===== src/sv/dalc_pkg.sv =====
// shared types and constants for the disk access latency controller
// no dependencies; used by dalc_div and disk_access_latency_controller_core
package dalc_pkg;

  localparam int BLK_W      = 16;  // block number
  localparam int NBLK_W     = 17;  // block count, up to 65536
  localparam int MS_W       = 10;  // delay limits in ms ticks
  localparam int CDOWN_W    = 11;  // countdown
  localparam int RND_W      = 31;  // random word
  localparam int CTR_W      = 32;  // completion counters
  localparam int PROD_W     = BLK_W + MS_W;
  localparam int JIT_W      = 7;   // jitter never exceeds 102
  localparam int SUM_W      = CDOWN_W + 1;

  localparam int CFG_IDX_W  = 2;
  localparam int CFG_DATA_W = NBLK_W;

  // shared serial divider
  localparam int DIV_W      = RND_W;   // dividend and quotient width
  localparam int DVS_W      = NBLK_W;  // divisor and remainder width
  localparam int DIV_CNT_W  = $clog2(DIV_W);

  // x / 10 as (x * 205) >> 11, exact for x below 1029
  localparam int RECIP10_W  = 8;
  localparam int RECIP10_SH = 11;
  localparam logic [RECIP10_W-1:0] RECIP10 = 8'd205;

  localparam logic [NBLK_W-1:0] MAX_BLOCKS     = 17'd65536;
  localparam logic [NBLK_W-1:0] NBLK_RESET     = 17'd256;
  localparam logic [MS_W-1:0]   DMIN_RESET     = 10'd30;
  localparam logic [MS_W-1:0]   DMAX_RESET     = 10'd300;

  localparam logic [CFG_IDX_W-1:0] CFG_NUM_BLOCKS = 2'd0;
  localparam logic [CFG_IDX_W-1:0] CFG_DELAY_MIN  = 2'd1;
  localparam logic [CFG_IDX_W-1:0] CFG_DELAY_MAX  = 2'd2;

  typedef enum logic [1:0] {
    DS_UNKNOWN = 2'd0,
    DS_IDLE    = 2'd1,
    DS_READ    = 2'd2,
    DS_WRITE   = 2'd3
  } dev_state_t;

  typedef enum logic [1:0] {
    REQ_TICK  = 2'd0,
    REQ_INIT  = 2'd1,
    REQ_READ  = 2'd2,
    REQ_WRITE = 2'd3
  } req_t;

  typedef enum logic [2:0] {
    SQ_IDLE,
    SQ_MUL,
    SQ_MOD,
    SQ_QUO,
    SQ_DONE
  } seq_state_t;

  typedef struct packed {
    logic busy;
    logic done;
  } div_stat_t;

endpackage


===== src/sv/dalc_div.sv =====
// serial restoring divider, one quotient bit per cycle
// depends on dalc_pkg
module dalc_div (
  input  logic                          clk,
  input  logic                          rst_n,
  input  logic                          start,
  input  logic [dalc_pkg::DIV_W-1:0]    dividend,
  input  logic [dalc_pkg::DVS_W-1:0]    divisor,
  output dalc_pkg::div_stat_t           stat,
  output logic [dalc_pkg::DIV_W-1:0]    quotient,
  output logic [dalc_pkg::DVS_W-1:0]    remainder
);

  localparam logic [dalc_pkg::DIV_CNT_W-1:0] LAST_STEP =
    dalc_pkg::DIV_CNT_W'(dalc_pkg::DIV_W - 1);

  logic                           busy_r;
  logic                           done_r;
  logic [dalc_pkg::DIV_CNT_W-1:0] cnt_r;
  logic [dalc_pkg::DIV_W-1:0]     quo_r;
  logic [dalc_pkg::DVS_W-1:0]     rem_r;
  logic [dalc_pkg::DVS_W-1:0]     dvs_r;

  logic [dalc_pkg::DVS_W:0]       trial;
  logic [dalc_pkg::DVS_W:0]       diff;
  logic                           qbit;
  logic [dalc_pkg::DVS_W-1:0]     rem_nxt;

  // shift the next dividend bit into the partial remainder and try a subtract
  always_comb begin
    trial   = {rem_r, quo_r[dalc_pkg::DIV_W-1]};
    diff    = trial - {1'b0, dvs_r};
    qbit    = (trial >= {1'b0, dvs_r});
    rem_nxt = qbit ? diff[dalc_pkg::DVS_W-1:0] : trial[dalc_pkg::DVS_W-1:0];
  end

  always_ff @(posedge clk) begin
    if (!rst_n) begin
      busy_r <= 1'b0;
      done_r <= 1'b0;
      cnt_r  <= '0;
    end else begin
      done_r <= 1'b0;
      if (start && !busy_r) begin
        busy_r <= 1'b1;
        cnt_r  <= '0;
      end else if (busy_r) begin
        cnt_r <= cnt_r + 1'b1;
        if (cnt_r == LAST_STEP) begin
          busy_r <= 1'b0;
          done_r <= 1'b1;
        end
      end
    end
  end

  always_ff @(posedge clk) begin
    if (start && !busy_r) begin
      quo_r <= dividend;
      rem_r <= '0;
      dvs_r <= divisor;
    end else if (busy_r) begin
      quo_r <= {quo_r[dalc_pkg::DIV_W-2:0], qbit};
      rem_r <= rem_nxt;
    end
  end

  assign stat.busy = busy_r;
  assign stat.done = done_r;
  assign quotient  = quo_r;
  assign remainder = rem_r;

`ifndef SYNTH
  a_start_idle: assert property (@(posedge clk) disable iff (!rst_n)
    start |-> !busy_r)
    else $error("divider started while busy");

  a_done_after_busy: assert property (@(posedge clk) disable iff (!rst_n)
    done_r |-> $past(busy_r) && !busy_r)
    else $error("done without a finished pass");

  a_start_runs: assert property (@(posedge clk) disable iff (!rst_n)
    start && !busy_r |=> busy_r && cnt_r == '0)
    else $error("divider did not start");
`endif

endmodule


===== src/sv/disk_access_latency_controller_core.sv =====
// disk access latency controller: status, countdown and completion counters,
// seek delay computed on the shared serial divider; depends on dalc_pkg, dalc_div
//
//  channel  direction  handshake              payload
//  in_      input      in_valid / in_stall    req_type, block_index, buffer_valid, random_word
//  out_     output     out_valid / out_stall  error, disk_state, reads_done, writes_done,
//                                             done_irq, done_block
//  cfg_     input      cfg_we                 cfg_index, cfg_wdata
//
// a tick, an init or a rejected request is handled without the divider; its result is registered
// an accepted read or write request goes through MUL, MOD, QUO and DONE: two 31-step divider
// passes (jitter modulo, seek scaling); the first pass is skipped when max does not exceed min
// one transaction at a time; in_stall is high while a request is in flight
// or while the output register holds a result that out_stall keeps
// synchronous active-low reset; configuration returns to 256 blocks, 30 and 300 ms
module disk_access_latency_controller_core (
  input  logic                                clk,
  input  logic                                rst_n,

  input  logic                                in_valid,
  output logic                                in_stall,
  input  logic [1:0]                          in_req_type,
  input  logic [dalc_pkg::BLK_W-1:0]          in_block_index,
  input  logic                                in_buffer_valid,
  input  logic [dalc_pkg::RND_W-1:0]          in_random_word,

  output logic                                out_valid,
  input  logic                                out_stall,
  output logic                                out_error,
  output logic [1:0]                          out_disk_state,
  output logic [dalc_pkg::CTR_W-1:0]          out_reads_done,
  output logic [dalc_pkg::CTR_W-1:0]          out_writes_done,
  output logic                                out_done_irq,
  output logic [dalc_pkg::BLK_W-1:0]          out_done_block,

  input  logic                                cfg_we,
  input  logic [dalc_pkg::CFG_IDX_W-1:0]      cfg_index,
  input  logic [dalc_pkg::CFG_DATA_W-1:0]     cfg_wdata
);

  // configuration
  logic [dalc_pkg::NBLK_W-1:0]  nblk_cfg_r;
  logic [dalc_pkg::MS_W-1:0]    dmin_r;
  logic [dalc_pkg::MS_W-1:0]    dmax_r;

  // device state
  dalc_pkg::dev_state_t         status_r;
  logic [dalc_pkg::BLK_W-1:0]   last_blk_r;
  logic [dalc_pkg::BLK_W-1:0]   pend_blk_r;
  logic [dalc_pkg::CDOWN_W-1:0] cdown_r;
  logic [dalc_pkg::CTR_W-1:0]   rd_ctr_r;
  logic [dalc_pkg::CTR_W-1:0]   wr_ctr_r;

  // request in flight
  dalc_pkg::seq_state_t         seq_r;
  dalc_pkg::seq_state_t         seq_nxt;
  dalc_pkg::dev_state_t         job_kind_r;
  logic [dalc_pkg::BLK_W-1:0]   job_blk_r;
  logic [dalc_pkg::RND_W-1:0]   job_rnd_r;
  logic [dalc_pkg::BLK_W-1:0]   dist_r;
  logic [dalc_pkg::MS_W-1:0]    span_r;
  logic [dalc_pkg::NBLK_W-1:0]  nblk_r;
  logic [dalc_pkg::PROD_W-1:0]  prod_r;
  logic [dalc_pkg::JIT_W-1:0]   jit_r;
  // seek quotient exceeds span when the last block lies past a shrunken block range
  logic [dalc_pkg::CDOWN_W-1:0] quo_r;

  // output register
  logic                         out_valid_r;
  logic                         out_error_r;
  dalc_pkg::dev_state_t         out_state_r;
  logic [dalc_pkg::CTR_W-1:0]   out_rd_r;
  logic [dalc_pkg::CTR_W-1:0]   out_wr_r;
  logic                         out_irq_r;
  logic [dalc_pkg::BLK_W-1:0]   out_dblk_r;

  // immediate item outcome
  dalc_pkg::dev_state_t         status_nxt;
  logic [dalc_pkg::BLK_W-1:0]   last_blk_nxt;
  logic [dalc_pkg::BLK_W-1:0]   pend_blk_nxt;
  logic [dalc_pkg::CDOWN_W-1:0] cdown_nxt;
  logic [dalc_pkg::CTR_W-1:0]   rd_ctr_nxt;
  logic [dalc_pkg::CTR_W-1:0]   wr_ctr_nxt;
  logic                         err_nxt;
  logic                         irq_nxt;
  logic [dalc_pkg::BLK_W-1:0]   dblk_nxt;

  dalc_pkg::req_t               req_c;
  logic                         is_req;
  logic [dalc_pkg::NBLK_W-1:0]  eff_nblk;
  logic [dalc_pkg::MS_W-1:0]    span_c;
  logic [dalc_pkg::BLK_W-1:0]   dist_c;
  logic                         req_ok;
  logic                         in_fire;
  logic                         job_fire;
  logic                         imm_fire;
  logic                         out_free;
  logic                         commit;

  // divider hookup
  logic                         div_start;
  logic [dalc_pkg::DIV_W-1:0]   div_dividend;
  logic [dalc_pkg::DVS_W-1:0]   div_divisor;
  dalc_pkg::div_stat_t          div_stat;
  logic [dalc_pkg::DIV_W-1:0]   div_quo;
  logic [dalc_pkg::DVS_W-1:0]   div_rem;

  logic [dalc_pkg::MS_W+dalc_pkg::RECIP10_W-1:0] jit_prod;
  logic [dalc_pkg::SUM_W-1:0]   delay_sum;

  dalc_div u_div (
    .clk       (clk),
    .rst_n     (rst_n),
    .start     (div_start),
    .dividend  (div_dividend),
    .divisor   (div_divisor),
    .stat      (div_stat),
    .quotient  (div_quo),
    .remainder (div_rem)
  );

  // configuration writes
  always_ff @(posedge clk) begin
    if (!rst_n) begin
      nblk_cfg_r <= dalc_pkg::NBLK_RESET;
      dmin_r     <= dalc_pkg::DMIN_RESET;
      dmax_r     <= dalc_pkg::DMAX_RESET;
    end else if (cfg_we) begin
      unique case (cfg_index)
        dalc_pkg::CFG_NUM_BLOCKS: nblk_cfg_r <= cfg_wdata;
        dalc_pkg::CFG_DELAY_MIN:  dmin_r     <= cfg_wdata[dalc_pkg::MS_W-1:0];
        dalc_pkg::CFG_DELAY_MAX:  dmax_r     <= cfg_wdata[dalc_pkg::MS_W-1:0];
        default: ;
      endcase
    end
  end

  // request checks and seek distance
  always_comb begin
    req_c    = dalc_pkg::req_t'(in_req_type);
    is_req   = (req_c == dalc_pkg::REQ_READ) || (req_c == dalc_pkg::REQ_WRITE);
    eff_nblk = (nblk_cfg_r > dalc_pkg::MAX_BLOCKS) ? dalc_pkg::MAX_BLOCKS : nblk_cfg_r;
    span_c   = (dmax_r > dmin_r) ? (dmax_r - dmin_r) : '0;
    dist_c   = (in_block_index >= last_blk_r) ? (in_block_index - last_blk_r)
                                              : (last_blk_r - in_block_index);
    req_ok   = (status_r == dalc_pkg::DS_IDLE) && in_buffer_valid
               && ({1'b0, in_block_index} < eff_nblk);
  end

  // tick, init and rejected requests resolve at once
  always_comb begin
    status_nxt   = status_r;
    last_blk_nxt = last_blk_r;
    pend_blk_nxt = pend_blk_r;
    cdown_nxt    = cdown_r;
    rd_ctr_nxt   = rd_ctr_r;
    wr_ctr_nxt   = wr_ctr_r;
    err_nxt      = 1'b0;
    irq_nxt      = 1'b0;
    dblk_nxt     = '0;
    unique case (req_c)
      dalc_pkg::REQ_TICK: begin
        if (status_r == dalc_pkg::DS_READ || status_r == dalc_pkg::DS_WRITE) begin
          if (cdown_r <= dalc_pkg::CDOWN_W'(1)) begin
            cdown_nxt = '0;
            if (status_r == dalc_pkg::DS_READ) begin
              rd_ctr_nxt = rd_ctr_r + 1'b1;
            end else begin
              wr_ctr_nxt = wr_ctr_r + 1'b1;
            end
            last_blk_nxt = pend_blk_r;
            status_nxt   = dalc_pkg::DS_IDLE;
            irq_nxt      = 1'b1;
            dblk_nxt     = pend_blk_r;
          end else begin
            cdown_nxt = cdown_r - 1'b1;
          end
        end
      end
      dalc_pkg::REQ_INIT: begin
        if (status_r != dalc_pkg::DS_UNKNOWN) begin
          err_nxt = 1'b1;
        end else begin
          status_nxt   = dalc_pkg::DS_IDLE;
          last_blk_nxt = '0;
          pend_blk_nxt = '0;
          cdown_nxt    = '0;
          rd_ctr_nxt   = '0;
          wr_ctr_nxt   = '0;
        end
      end
      dalc_pkg::REQ_READ, dalc_pkg::REQ_WRITE: begin
        err_nxt = !req_ok;
      end
      default: ;
    endcase
  end

  assign out_free = !out_valid_r || !out_stall;
  assign in_fire  = in_valid && !in_stall;
  assign job_fire = in_fire && is_req && req_ok;
  assign imm_fire = in_fire && !(is_req && req_ok);

  // sequencer next state
  always_comb begin
    seq_nxt = seq_r;
    unique case (seq_r)
      dalc_pkg::SQ_IDLE: if (job_fire) seq_nxt = dalc_pkg::SQ_MUL;
      dalc_pkg::SQ_MUL:  seq_nxt = dalc_pkg::SQ_MOD;
      dalc_pkg::SQ_MOD:  if (span_r == '0 || div_stat.done) seq_nxt = dalc_pkg::SQ_QUO;
      dalc_pkg::SQ_QUO:  if (div_stat.done) seq_nxt = dalc_pkg::SQ_DONE;
      dalc_pkg::SQ_DONE: if (out_free) seq_nxt = dalc_pkg::SQ_IDLE;
      default:           seq_nxt = dalc_pkg::SQ_IDLE;
    endcase
  end

  // sequencer outputs: first pass is random mod span (skipped when span is zero), second is product / blocks
  always_comb begin
    in_stall     = (seq_r != dalc_pkg::SQ_IDLE) || !out_free;
    div_start    = 1'b0;
    div_dividend = dalc_pkg::DIV_W'(prod_r);
    div_divisor  = nblk_r;
    commit       = 1'b0;
    unique case (seq_r)
      dalc_pkg::SQ_MUL: begin
        div_start    = (span_r != '0);
        div_dividend = job_rnd_r;
        div_divisor  = dalc_pkg::DVS_W'(span_r);
      end
      dalc_pkg::SQ_MOD: begin
        div_start = (span_r == '0) || div_stat.done;
      end
      dalc_pkg::SQ_DONE: begin
        commit = out_free;
      end
      default: ;
    endcase
  end

  always_ff @(posedge clk) begin
    if (!rst_n) begin
      seq_r <= dalc_pkg::SQ_IDLE;
    end else begin
      seq_r <= seq_nxt;
    end
  end

  assign jit_prod  = div_rem[dalc_pkg::MS_W-1:0] * dalc_pkg::RECIP10;
  assign delay_sum = dalc_pkg::SUM_W'(quo_r) + dalc_pkg::SUM_W'(dmin_r)
                     + dalc_pkg::SUM_W'(jit_r);

  // request datapath
  always_ff @(posedge clk) begin
    if (job_fire) begin
      job_kind_r <= (req_c == dalc_pkg::REQ_READ) ? dalc_pkg::DS_READ : dalc_pkg::DS_WRITE;
      job_blk_r  <= in_block_index;
      job_rnd_r  <= in_random_word;
      dist_r     <= dist_c;
      span_r     <= span_c;
      nblk_r     <= eff_nblk;
    end
    if (seq_r == dalc_pkg::SQ_MUL) begin
      prod_r <= dist_r * span_r;
    end
    if (seq_r == dalc_pkg::SQ_MOD) begin
      jit_r <= (span_r == '0) ? '0
               : jit_prod[dalc_pkg::RECIP10_SH +: dalc_pkg::JIT_W];
    end
    if (seq_r == dalc_pkg::SQ_QUO && div_stat.done) begin
      quo_r <= div_quo[dalc_pkg::CDOWN_W-1:0];
    end
  end

  // device state
  always_ff @(posedge clk) begin
    if (!rst_n) begin
      status_r   <= dalc_pkg::DS_UNKNOWN;
      last_blk_r <= '0;
      pend_blk_r <= '0;
      cdown_r    <= '0;
      rd_ctr_r   <= '0;
      wr_ctr_r   <= '0;
    end else if (imm_fire) begin
      status_r   <= status_nxt;
      last_blk_r <= last_blk_nxt;
      pend_blk_r <= pend_blk_nxt;
      cdown_r    <= cdown_nxt;
      rd_ctr_r   <= rd_ctr_nxt;
      wr_ctr_r   <= wr_ctr_nxt;
    end else if (commit) begin
      status_r   <= job_kind_r;
      pend_blk_r <= job_blk_r;
      cdown_r    <= delay_sum[dalc_pkg::CDOWN_W-1:0];
    end
  end

  // output register
  always_ff @(posedge clk) begin
    if (!rst_n) begin
      out_valid_r <= 1'b0;
    end else if (imm_fire || commit) begin
      out_valid_r <= 1'b1;
    end else if (!out_stall) begin
      out_valid_r <= 1'b0;
    end
  end

  always_ff @(posedge clk) begin
    if (imm_fire) begin
      out_error_r <= err_nxt;
      out_state_r <= status_nxt;
      out_rd_r    <= rd_ctr_nxt;
      out_wr_r    <= wr_ctr_nxt;
      out_irq_r   <= irq_nxt;
      out_dblk_r  <= dblk_nxt;
    end else if (commit) begin
      out_error_r <= 1'b0;
      out_state_r <= job_kind_r;
      out_rd_r    <= rd_ctr_r;
      out_wr_r    <= wr_ctr_r;
      out_irq_r   <= 1'b0;
      out_dblk_r  <= '0;
    end
  end

  assign out_valid       = out_valid_r;
  assign out_error       = out_error_r;
  assign out_disk_state  = out_state_r;
  assign out_reads_done  = out_rd_r;
  assign out_writes_done = out_wr_r;
  assign out_done_irq    = out_irq_r;
  assign out_done_block  = out_dblk_r;

`ifndef SYNTH
  a_busy_stalls: assert property (@(posedge clk) disable iff (!rst_n)
    seq_r != dalc_pkg::SQ_IDLE |-> in_stall)
    else $error("input taken while a request is in flight");

  a_job_from_idle: assert property (@(posedge clk) disable iff (!rst_n)
    job_fire |-> status_r == dalc_pkg::DS_IDLE)
    else $error("request started while device not idle");

  a_commit_pending: assert property (@(posedge clk) disable iff (!rst_n)
    commit |=> out_valid_r
      && (status_r == dalc_pkg::DS_READ || status_r == dalc_pkg::DS_WRITE))
    else $error("commit did not leave an operation pending");

  a_div_idle_between: assert property (@(posedge clk) disable iff (!rst_n)
    seq_r == dalc_pkg::SQ_IDLE |-> !div_stat.busy)
    else $error("divider busy with no request in flight");
`endif

endmodule

===== config.mk =====
export PLATFORM = sky130hd
export DESIGN_NAME = disk_access_latency_controller_core
export DESIGN_NICKNAME = d
export VERILOG_FILES = /design/src/sv/dalc_pkg.sv /design/src/sv/dalc_div.sv /design/src/sv/disk_access_latency_controller_core.sv
export SDC_FILE = /design/constraint.sdc
export NUM_CORES = 1
export LEC_CHECK = 0
export ABC_AREA = 1
export ABC_CLOCK_PERIOD_IN_PS = 11600
export BUFFER_PORTS_ARGS = -buffer_cell sky130_fd_sc_hd__buf_2
export CAP_MARGIN = 10
export CORE_UTILIZATION = 30
export DETAILED_ROUTE_END_ITERATION = 10
export PLACE_DENSITY = 0.49
export REMOVE_ABC_BUFFERS = 1
export SLEW_MARGIN = 20
export SYNTH_ARGS = -nofsm -noshare
export SYNTH_HDL_FRONTEND = slang
export SYNTH_HIERARCHICAL = 1
export SYNTH_SLANG_ARGS = --single-unit

===== constraint.sdc =====
create_clock -name clk -period 11.6 [get_ports clk]
set_input_delay 2.32 -clock clk [delete_from_list [all_inputs] [get_ports clk]]
set_output_delay 2.32 -clock clk [all_outputs]
set_load 0.005 [all_outputs]

Word-level counts from Yosys, hierarchy flattened
Index checks and enable logic that the tools add are counted.
Word-level totals
  word-level logic and storage cells: 188
  output and inout bits: 86
  input bits: 74
  register bits: 442
Operators by class
  bitwise operators: 2
  $add $sub $neg: 10
  reduce and logical (&&, ||, !) cells: 42
  multiply operators: 2
  equality and inequality tests: 26
  $lt $le $gt $ge: 6
  multiplexer cells: 67
Operator list (count)
  two-way mux 32 bit: 12
  two-way mux 16 bit: 12
  case mux 32 bit (2 select lines): 2
  two-way mux 31 bit: 3
  adder 32 x 1 -> 32 bit, second input constant: 2
  two-way mux 11 bit: 5
  two-way mux 17 bit: 2
  case mux 16 bit (2 select lines): 1
  subtractor 16 bit: 2
  multiplier 16 x 10 -> 26 bit: 1
  case mux 11 bit (2 select lines): 1
  greater-or-equal comparator 18 x 17 -> 1 bit: 1
  multiplier 10 x 8 -> 18 bit, second input constant: 1
  greater-than comparator 17 bit, second input constant: 1
  < comparator 16 x 17 -> 1 bit: 1
  subtractor 17 bit: 1
  greater-or-equal comparator 16 bit: 1
  two-way mux 1 bit: 15
  case mux 3 bit (5 select lines): 1
  inequality test 2 bit, second input constant: 7
  two-way mux 3 bit: 4
  adder 11 x 10 -> 11 bit: 1
  adder 11 x 7 -> 11 bit: 1
  <= comparator 11 x 1 -> 1 bit, second input constant: 1
  33 further kinds: 76

Longest topological paths before layout
Gate-level depths: netlist (run 1).
  word-level depth: 10
  mapped depth: 25
  gate-level depth less buffers: 24

Hierarchy
Netlist (run 1), hierarchy kept.
Modules (own cells, without submodules)
  disk_access_latency_controller_core: cells an instance 3310, sequential area each 9579.2 µm², area an instance 26206.4 µm², instances 1
  dalc_div: cells an instance 536, sequential area each 1921.8 µm², area an instance 4174.0 µm², instances 1

Worst setup path after synthesis (run 1)
OpenSTA, ideal clock, no wires.
  kind: input-to-reg
  start point: input port in_block_index[15] in the netlist's numbering
  end point: register out_state_r[0], in the netlist out_disk_state[0], enable pin
  slack: 5.915 ns
  stages on the path: 9
  arrival time: 5.238 ns
  library setup time: 0.447 ns
  cell sequence: ha_1 inv_1 nor2_1 nand3_1 nor3_1 nand2_1 nand3_2 nand2_2 nand2_1
On the way
  longest elaborated chain between the ends: 6
RTL lines
  start: declaration: line disk_access_latency_controller_core.sv:23  | input logic [dalc_pkg::BLK_W-1:0] in_block_index,
  < comparator 16 x 17 -> 1 bit: line disk_access_latency_controller_core.sv:147  | && ({1'b0, in_block_index} < eff_nblk);
  logical AND 1 bit: line disk_access_latency_controller_core.sv:147
  logical AND 1 bit: line disk_access_latency_controller_core.sv:202  | assign imm_fire = in_fire && !(is_req && req_ok);
  logical NOT 1 bit: line disk_access_latency_controller_core.sv:202
  logical AND 1 bit: line disk_access_latency_controller_core.sv:202
  nonzero test 2 bit (no source line)
  end signal: assignment: line disk_access_latency_controller_core.sv:311  | out_state_r <= status_nxt;
  end signal: assignment: line disk_access_latency_controller_core.sv:318  | out_state_r <= job_kind_r;
  end: declaration: line disk_access_latency_controller_core.sv:71  | dalc_pkg::dev_state_t out_state_r;
Every way passes these cells.
A chain may end at the register's enable or synchronous reset.

Worst setup path after layout (run 1)
  start point: register span_r[2] in the netlist's numbering
  end point: register prod_r[25] in the netlist's numbering (data pin)
On the way
  longest elaborated chain between the ends: 1
RTL lines
  start: declaration: line disk_access_latency_controller_core.sv:61  | logic [dalc_pkg::MS_W-1:0] span_r;
  start signal: assignment: line disk_access_latency_controller_core.sv:259  | span_r <= span_c;
  multiplier 16 x 10 -> 26 bit: line disk_access_latency_controller_core.sv:263  | prod_r <= dist_r * span_r;
  end signal: assignment: line disk_access_latency_controller_core.sv:263
  end: declaration: line disk_access_latency_controller_core.sv:63  | logic [dalc_pkg::PROD_W-1:0] prod_r;
Every way passes these cells.

==> results of run 1 <==
## path summary, 6_finish.rpt
path / from / to / slack (ps) / cells after the start
worst max-delay path: span_r[2] / prod_r[25] / 6080 / 20
worst min-delay path: u_div/quotient[2] / quo_r[2] / 450 / 0
worst max register to register: span_r[2] / prod_r[25] / 6080 / 20
worst min register to register: u_div/quotient[2] / quo_r[2] / 450 / 0
## cell type report
type	count	area share (%)
flip-flops and latches	441	33.6
repair buffers	181	2.84
diodes	2	0.0146
well taps	1298	4.74
multi-input cells	2602	46.1
clock inverters	27	1.06
clock buffers	73	4.39
inverters	666	7.31
## critical path: cells and delay by family, from the launching register on
kind	cells	cell delay (ps)
adder cells (fa/ha/maj)	6	2950
flip-flops	1	770
AO/OA/AOI/OAI	3	630
AND/OR/NAND/NOR	5	550
buffers and inverters	5	250
XOR/XNOR	1	130
## sequential cells by signal, indices dropped and copies added, names as in the netlist, 26 cells and up
signal / flops
wr_ctr_r: 32
job_rnd_r: 31
u_div/quotient: 31
rd_ctr_r: 32
out_writes_done: 32
out_reads_done: 32
prod_r: 26
## stage by stage
step / instances / hold WS [ps] / util (%)
2_1_floorplan: 3709 / 427 / -
4_1_cts: 5287 / 457 / 34.2
3_5_place_dp: 5187 / 443 / 32.3
6_report: 5290 / 452 / 34.2
5_1_grt: 5288 / 468 / 34.2
3_3_place_gp: 5187 / 446 / 32.3
## metal layers
metal  up-vias  part of all wire, %
li1      12362                    -
met1     11286                   46
met2       456                   48
met3       127                  3.5
met4         4                  2.4
met5         -                0.032
## power by group through the flow
| stage | logic (mW) | registers, mW | clock network, mW |
|---|---|---|---|
| 3_5_place_dp | 2.46 | 2.30 | 0 |
| 4_1_cts | 2.48 | 2.27 | 1.82 |
| 5_1_grt | 2.83 | 2.29 | 1.88 |
| 2_1_floorplan | 1.72 | 2.23 | 0 |
| 3_3_place_gp | 2.46 | 2.30 | 0 |
| 6_report | 2.44 | 2.26 | 1.77 |
==> reports/qor.yml, run 1 <==
power_frac_comb_pct: 37.8
seqPwrFrac_pct: 34.9
path_cells: "nand2_1, fa_1, inv_1, fa_1, inv_1, fa_1, inv_1, fa_1, inv_1, fa_1, inv_1, ha_1, a21o_1, a21boi_0, o21ai_0, nand2_1, nand3_1, nand2_1, nand2_1, xor2_1"
power_mw: 6.47
clkPwrFrac_pct: 27.3
min_path_type: "reg -> reg"
skew_ps: 38.4
p_sw_share_pct: 38.8
start_util_pct: 30.3
syn_inst: 3845
layout_common_cells: "nand2_1, inv_1, nor2_1"
die_w_um: 320
grt_pass1_wl_um: 136000
drt_iter0_drc: 1502
dr.pass1.iters: 6
worstSetupStartpointType: "flop"
cts_setup_buffers: 0
routed-via-count: 24235
place_ws_ps: 6080
fillers: 10642
final_area_um2: 34200
clkLatencyLatePin_ps: 640
finalSetupViolations: 0
multi_input_comb_area_um2: 15800
htree_levels: 2
avgSynthCellArea_um2: 7.90
die_area_um2: 103000
tightest_slew_ps: 822
cp_slowest_cell: "edfxtp_1"
die_h_um: 320
post_cts_resize_count: 0
status: "completed"
intPower_mw: 3.96
cts-hold-fix-buffers: 0
met3_usage_pct: 1.89
overflow: 0
grt_use_total_pct: 16.7
wl_um: 85000
core-area_um2: 100000
antenna_found_initial: 12
grt_setup_unrepaired: "no"
fin_setup_tns_ps: 0
path_class: "reg -> reg"
dp.final_hpwl_um: 65600
grt_max_degree: 88
io_buffers: 159
worst_setup_path_end_kind: "flop"
ff_latch_area_um2: 11500
postPlaceCellArea_um2: 32300
fin_nets: 4359
numClockSinks: 441
layout_commonest_cell: "nand2_1"
powerDensity_nw_per_um2: 189
slew_headroom_pct: 45.2
cp_max_fo: 18
cts_tree: "built"
clockBufferDepth: 3
drv_cap: 0
power.switching_mw: 2.51
critPathMaxStageDelay_ps: 770
min_period_ps: 5520
wl_per_cell_um: 16.1
worst_ep_required_time_ps: 11980
final_layout_size_suffix_gt1_share_pct: 8.45
ant_nets: 0
grt_pass1_vias: 24157
fin_crit_sh_pct: 47.6
timing.final.hold_violations: 0
top_usage_layer: "met2"
fmax_mhz: 181
viasPerCell: 4.58
yosysWarnings: 6
worstPathArrival_ps: 5900
grtUsageMet1_pct: 22.1
ios: 160
slew_violations: 0
worst_slack_ps: 6080
clkTransAtPathRegs_ps: 60
drcViolationCount: 0
numCtsBuffers: 54
finalWeightedCongestion: 0.896
p_leak_nw: 16.7
rows: 116
use_met2_pct: 29.1
clock_tree.root_cell: "clkbuf_16"
syn_to_final_growth_pct: 12.8
vdd_ir_drop_max_v: 0.000117
netlist_area_um2: 30400
No activity file was read; power rests on OpenSTA's default activity.
==> run 2: changes to the inputs <==
ABC_CLOCK_PERIOD_IN_PS = 4700   (was 11600)
PLACE_DENSITY = 0.51   (was 0.49)
clock period = 4.7 ns   (was 11.6 ns; I/O delays follow)
==> reports/qor.yml, run 2 (synthesis gave the netlist of run 1 again) <==
cts-hold-fix-buffers: 0
cts_tree: "built"
path_buf_inv: 6
skew_ps: 49.0
place_ws_ps: -434
min_path_type: "reg -> reg"
fmax_mhz: 209
clkTransAtPathRegs_ps: 60
worstPathArrival_ps: 5130
worst_slack_ps: -91.7
cpMostUsedCell: "fa_1"
critPathMaxStageDelay_ps: 560
dp.final_hpwl_um: 65500
drv_cap: 0
syn_to_final_growth_pct: 19.0
clock_tree.root_cell: "clkbuf_16"
min_period_ps: 4790
overflow: 0
htree_levels: 2
rows: 116
failed_checks: "setup timing"
routed-via-count: 24940
status: "complete, but fails checks"
tightest_slew_ps: 834
wl_per_cell_um: 15.8
viasPerCell: 4.59
dr.pass1.iters: 6
grt_max_degree: 86
die_w_um: 320
numCtsBuffers: 51
worstSetupStartpointType: "flop"
path_class: "reg -> reg"
numClockSinks: 441
ios: 160
grt_pass1_wl_um: 136000
cp_max_fo: 6
drcViolationCount: 0
cp_slowest_cell: "fa_1"
powerDensity_nw_per_um2: 457
layout_common_cells: "nand2_1, inv_1, nor2_1"
vdd_ir_drop_max_v: 0.000314
core-area_um2: 100000
start_util_pct: 30.3
fin_crit_sh_pct: 102
die_h_um: 320
clkLatencyLatePin_ps: 630
timing.final.hold_violations: 0
path_cells: "buf_6, nand2_1, inv_1, fa_1, fa_1, fa_1, fa_1, inv_1, fa_1, inv_2, ha_4, nand2_2, nor2_4, inv_2, o211ai_1, a21oi_2, buf_4, xnor2_2"
slew_violations: 0
slew_headroom_pct: 44.4
die_area_um2: 103000
worst_setup_path_end_kind: "flop"
final_layout_size_suffix_gt1_share_pct: 15.2
finalSetupViolations: 12
ant_nets: 0
worst_ep_required_time_ps: 5040
p_leak_nw: 17.5
clockBufferDepth: 3
cp_top_family: "adder cells"
hold-worst-slack_ps: 459
drt_iter0_drc: 1620
finalWeightedCongestion: 0.889
grt_use_total_pct: 16.8
num_antenna_cells: 0
grt_setup_unrepaired: "yes"
antenna_found_initial: 2
fin_nets: 4508
layout_commonest_cell: "nand2_1"
fillers: 10376
io_buffers: 159
wl_um: 85700
grt_pass1_vias: 24368
[run 2: cell types whose count changed in the layout (fill, tap and decap cells not counted), sizes merged]
| cell | change |
|---|---|
| buf | +152 |
| diode | -2 |
| bufinv | -1 |
| clkinv | +1 |
| inv | +1 |
| clkbuf | -7 |
[run 2: routing by layer]
metal  track usage [%]  routed length, µm  up-vias
li1                  -                  -    12640
met1              22.3              39700    11745
met2              29.0              41100      467
met3              2.01               3510       84
met4              3.75               1410        4
met5                 0                 18        -
[run 2: path summary, 6_finish.rpt]
path / to / cells past startpoint / startpoint / slack [ps]
worst max register to register: prod_r[17] / 18 / span_r[4] / -90
worst min-delay path: quo_r[3] / 0 / u_div/quotient[3] / 460
worst min register to register: quo_r[3] / 0 / u_div/quotient[3] / 460
worst max-delay path: prod_r[17] / 18 / span_r[4] / -90
[run 2: final cells by class]
| type | count | area, µm² | share of cell area [%] |
|---|---|---|---|
| well taps | 1298 | 1620 | 4.49 |
| repair buffers | 333 | 2320 | 6.41 |
| flip-flops and latches | 441 | 11500 | 31.8 |
| clock buffers | 66 | 1410 | 3.91 |
| multi-input cells | 2602 | 16500 | 45.6 |
| inverters | 666 | 2500 | 6.93 |
| clock inverters | 28 | 305 | 0.845 |
[run 2: metrics by stage]
step                      cell area (µm²)  util, %  total power, mW  instances  setup TNS, ps
after floorplan                     29700        -             9.75       3709        -400450
after global placement              33300     33.2             12.0       5307          -5220
after detailed placement            33300     33.2             12.0       5307          -5150
after CTS                           35800     35.7             16.6       5422          -1080
after global routing                36100     36.1             17.8       5434          -3450
final                               36100     36.1             16.5       5434           -528
[run 2: where the power goes]
group / total, mW / internal (mW) / switching [mW]
Sequential: 5.49 / 5.09 / 0.401
Clock: 4.12 / 2.40 / 1.72
Combinational: 6.89 / 2.58 / 4.32
[run 2: timing repair]
item	in CTS	in global routing
setup buffers	22	12
pin swaps	97	38
gates cloned	0	0
resized for setup	152	62
endpoints found under the setup margin	18	18
endpoints found under the hold margin	0	0
